**src/qwsin_ram.sv**
```systemverilog
// Generic single-write, single-read synchronous RAM with registered read data.
// No dependencies.
module qwsin_ram #(
   parameter int WIDTH = 12,
   parameter int DEPTH = 256
) (
   input  logic                     clock,
   input  logic                     wr_en,
   input  logic [$clog2(DEPTH)-1:0] wr_addr,
   input  logic [WIDTH-1:0]         wr_data,
   input  logic                     rd_en,
   input  logic [$clog2(DEPTH)-1:0] rd_addr,
   output logic [WIDTH-1:0]         rd_data
);

   logic [WIDTH-1:0] mem [DEPTH];
   logic [WIDTH-1:0] rd_data_ff;

   always_ff @(posedge clock) begin
      if (wr_en) begin
         mem[wr_addr] <= wr_data;
      end
      if (rd_en) begin
         rd_data_ff <= mem[rd_addr];
      end
   end

   assign rd_data = rd_data_ff;

endmodule

```
**config.mk**
```make
export PLATFORM = sky130hd
export DESIGN_NAME = qwsin_ram
export DESIGN_NICKNAME = d
export VERILOG_FILES = /design/src/qwsin_ram.sv
export SDC_FILE = /design/constraint.sdc
export NUM_CORES = 2
export LEC_CHECK = 0
export BUFFER_PORTS_ARGS = -buffer_cell sky130_fd_sc_hd__buf_2
export CAP_MARGIN = 30
export CORE_MARGIN = 2
export CORE_UTILIZATION = 41
export DETAILED_ROUTE_END_ITERATION = 8
export GPL_ROUTABILITY_DRIVEN = 0
export SYNTH_ARGS = -nofsm -noshare
export SYNTH_HDL_FRONTEND = slang
export SYNTH_SLANG_ARGS = --single-unit
export TNS_END_PERCENT = 50
```
**constraint.sdc**
```tcl
create_clock -name clock -period 6.54 [get_ports clock]
set_input_delay 0.327 -clock clock [delete_from_list [all_inputs] [get_ports clock]]
set_output_delay 0.327 -clock clock [all_outputs]
set_load 0.1 [all_outputs]
```
Word-level counts from Yosys, hierarchy flattened. Memory sizes are Yosys's and may differ from the RTL's. A register that Yosys moved wholly into a read port is not among the register bits. Cells that the tools add are included.

Mux-type cells: 2.

Operators by type and width (count): 1-bit two-way mux (2).

Bits in registers: 0. Memory bits (writable): 3072. Output and inout bits: 12. Word-level logic and storage cells: 3. Memories kept: 1.

Memories: mem (words 256, bits a word 12, rd ports 1, clocked after memory_dff 1, write ports 1, line 16) `logic [WIDTH-1:0] mem [DEPTH];`.

Logic depth before layout (Yosys ltp).
Depth after elaboration: 2. Gate-level depth with buffers: 11.

Worst setup path after synthesis. Ideal clock, no wire load.

Path kind: in2reg. Start point: in rd_addr[0]. End point: reg rd_data_ff[3] (netlist: rd_data[3]) (read register of mem), data pin. Setup time: 266 ps. Arrival time: 2121 ps. Data required time: 6274 ps. Path slack: 4154 ps. Stages on the path: 8. Cells stage by stage: buf_6 buf_6 buf_4 mux4_2 a221oi_2 o22ai_1 nor4_1 nor4_1.

RTL lines: start, declared (line 12) `input logic [$clog2(DEPTH)-1:0] rd_addr,`; end, declared (line 17) `logic [WIDTH-1:0] rd_data_ff;`.

==> flow_summary.yaml <==
synth:
  synth_compound_area_share_pct: 3.74
  syn-cell-area_um2: 119000
  muxShareOfSynthArea_pct: 14.3
  synth-xor-area-share_pct: 0
  synth_top_family_by_area: "multiplexers"
  yosys.area_share.simple_pct: 2.17
  synthCells: 5506
  synthArstFlopShare_pct: 0
  ys_ff_latch: 3084
  syn_nets: 5537
  synth_fa_ha_area_share_pct: 0
  yosysWarningCount: 0
  ys_seq_area_share_pct: 78.0
  ys.flop_type: "edfxtp_1"
  synth.distinct_cells: 60
  avgSynthCellArea_um2: 21.6
  synth-edff-count: 3084
sta:
  final-hold-violation-count: 0
  worst_pin_slew_ns: 1.15
  fin_crit_ns: 3.61
  slew_headroom_pct: 23.1
  fin_crit_sh_pct: 55.1
  fmax_ghz: 0.277
  setup_tns_ns: 0
  skew_ns: 0.0607
  slew_violations: 0
  rsz0062_at_grt: "false"
  finalSetupViolCount: 0
critical_path:
  cp_slowest_stage_delay_ns: 0.70
  crit_arrival_ns: 4.21
  cp_max_fo: 88
  worstPathCellList: "buf_12 -> buf_12 -> buf_4 -> mux4_2 -> a22oi_1 -> a21o_1 -> o21ai_0 -> nor3_1 -> nor4_2"
  crit_path_top_delay_cell: "nor3_1"
  path_class: "in2reg"
  cp-end-kind: "flip-flop"
  cp_common_cell: "buf_12"
  startpoint_type: "input pin"
  cp.required_ns: 7.14
floorplan:
  fp.dieArea_um2: 294000
  core_area_um2: 288000
  dieHeight_um: 542
  initial_core_util_pct: 41.2
  die_x_um: 542
  ioPinCount: 43
  rows: 197
global_route:
  grt_pass1_wl_um: 448000
  grt_pass1_vias: 58789
  use_met3_pct: 3.69
  met2_usage_pct: 33.9
  grt_start_max_net_pins: 170
  top_usage_layer: "met2"
  grt_use_total_pct: 21.3
  antenna_found_initial: 28
  gr-usage-met1_pct: 29.9
  grt_overflow: 0
route:
  wire_per_inst_um: 31.7
  drt_iter0_markers: 7513
  avgViaCountPerCell: 5.93
  num_vias: 59121
  firstDrtPassIters: 6
  drc: 0
  wl_um: 316000
  drtAntennaViolNets: 0
clock_tree:
  cts_resized: 0
  path_clk_slew_ns: 0.06
  cts-root-buf: "clkbuf_16"
  insertion_delay_ns: 0.88
  cts.htree.levels: 5
  cts_tree: "yes"
  clock_path_buffers: 4
  cts_buffers: 319
  cts_sinks: 3084
cells_and_area:
  syn2layout_area_growth_pct: 14.2
  final_util_pct: 47.1
  final_cell_mix: "edfxtp_1 (3,084), mux4_2 (636), clkbuf_16 (323), buf_4 (293), nor2_1 (273)"
  fin_area_um2: 136000
  layout_commonest_cell: "edfxtp_1"
  stdcell_count: 9974
  drive_gt1_share_pct: 25.6
  fin_nets: 5953
power_and_ir_drop:
  peakVddDrop_v: 0.000200
  p_total_w: 0.0416
  power_per_cell_area_nw_per_um2: 306
  p_leak_nw: 42.3
place:
  place_area_um2: 125000
  place_hpwl_um: 187000
  placedCellCount: 9368
  io_buffer_count: 42
hold_path:
  hold_class: "in2reg"
run_status:
  status: "finished clean"
flow_run:
  drv_cap: 0
## layer usage
layer	vias up	wire (µm)
met4	12	9870
met3	458	25600
met5	-	119
met2	2757	152000
li1	24194	-
met1	31700	128000
## final timing paths
kind,cells past startpoint,end,startpoint,slack (ns)
max,9,rd_data[8],rd_addr[0],2.93
min,1,mem[1][10],wr_data[10],0.04
max reg2reg,7,rd_data[1],mem[82][1],3.45
min reg2reg,6,rd_data[7],mem[227][7],0.95
## report_power, final
part | switching, W | leakage (nW) | internal [W] | total [W]
Combinational | 0.00140 | 9.63 | 0.000647 | 0.00205
Clock | 0.00758 | 4.91 | 0.0101 | 0.0177
Sequential | 0.0000401 | 27.7 | 0.0218 | 0.0218
Total | 0.00903 | 42.3 | 0.0325 | 0.0416
## registers in the layout (all words and copies together), names as in the netlist
register / count
rd_data: 12
mem: 3072
## synth_stat cells, types with 19 or more instances
| library cell | instances | area (µm²) |
|---|---|---|
| a22o_1 | 19 | 166 |
| mux2i_1 | 223 | 2230 |
| nor4_1 | 34 | 213 |
| nand3_1 | 32 | 160 |
| nor2_1 | 302 | 1130 |
| buf_4 | 33 | 248 |
| nor3_1 | 33 | 165 |
| o21ai_0 | 34 | 170 |
| a221oi_1 | 19 | 166 |
| buf_6 | 35 | 394 |
| mux2_2 | 28 | 315 |
| mux4_2 | 636 | 14300 |
| buf_2 | 72 | 360 |
| a211oi_1 | 20 | 150 |
| edfxtp_1 | 3084 | 92600 |
| o22ai_1 | 88 | 551 |
| clkbuf_1 | 153 | 574 |
| o221ai_1 | 53 | 464 |
| nand2_1 | 45 | 169 |
| a21oi_1 | 121 | 606 |
| nor2b_1 | 37 | 231 |
| a22oi_1 | 215 | 1610 |
## timing repair
item                      CTS  global route
buffers inserted            0             0
hold endpoints to repair   78             0
hold buffers                7             0
## worst max-delay path, delay by kind of cell
kind / cells / cell delay, ns
buffers and inverters: 3 / 1.62
and+or+nand+nor: 2 / 0.81
AOI/OAI and AO/OA: 3 / 0.72
muxes: 1 / 0.57
## per-stage QoR
step	hold WS, ns	setup WS [ns]
2_1_floorplan	0.426	4.15
3_3_place_gp	0.846	1.66
3_5_place_dp	0.856	1.89
4_1_cts	0.00235	2.85
5_1_grt	0.0113	2.81
6_report	0.0390	2.93
## area by class of cell
cell class              count  area (µm²)
fillers                 23383      153000
flip-flops and latches   3084       92600
multi-input cells        2081       24100
clock buffers             389        8330
well taps                3781        4730
repair buffers            433        4010
clock inverters           184        1740
diodes                     19        47.5
inverters                   3        11.3
## cell families (layout without fill, tap and decap cells)
group,Yosys count,after routing
buf+inv,341,1009
other cells,0,19
compound gates,637,637
flops,3084,3084
simple gates,550,550
mux,894,894
(Power assumes the default switching activity.)
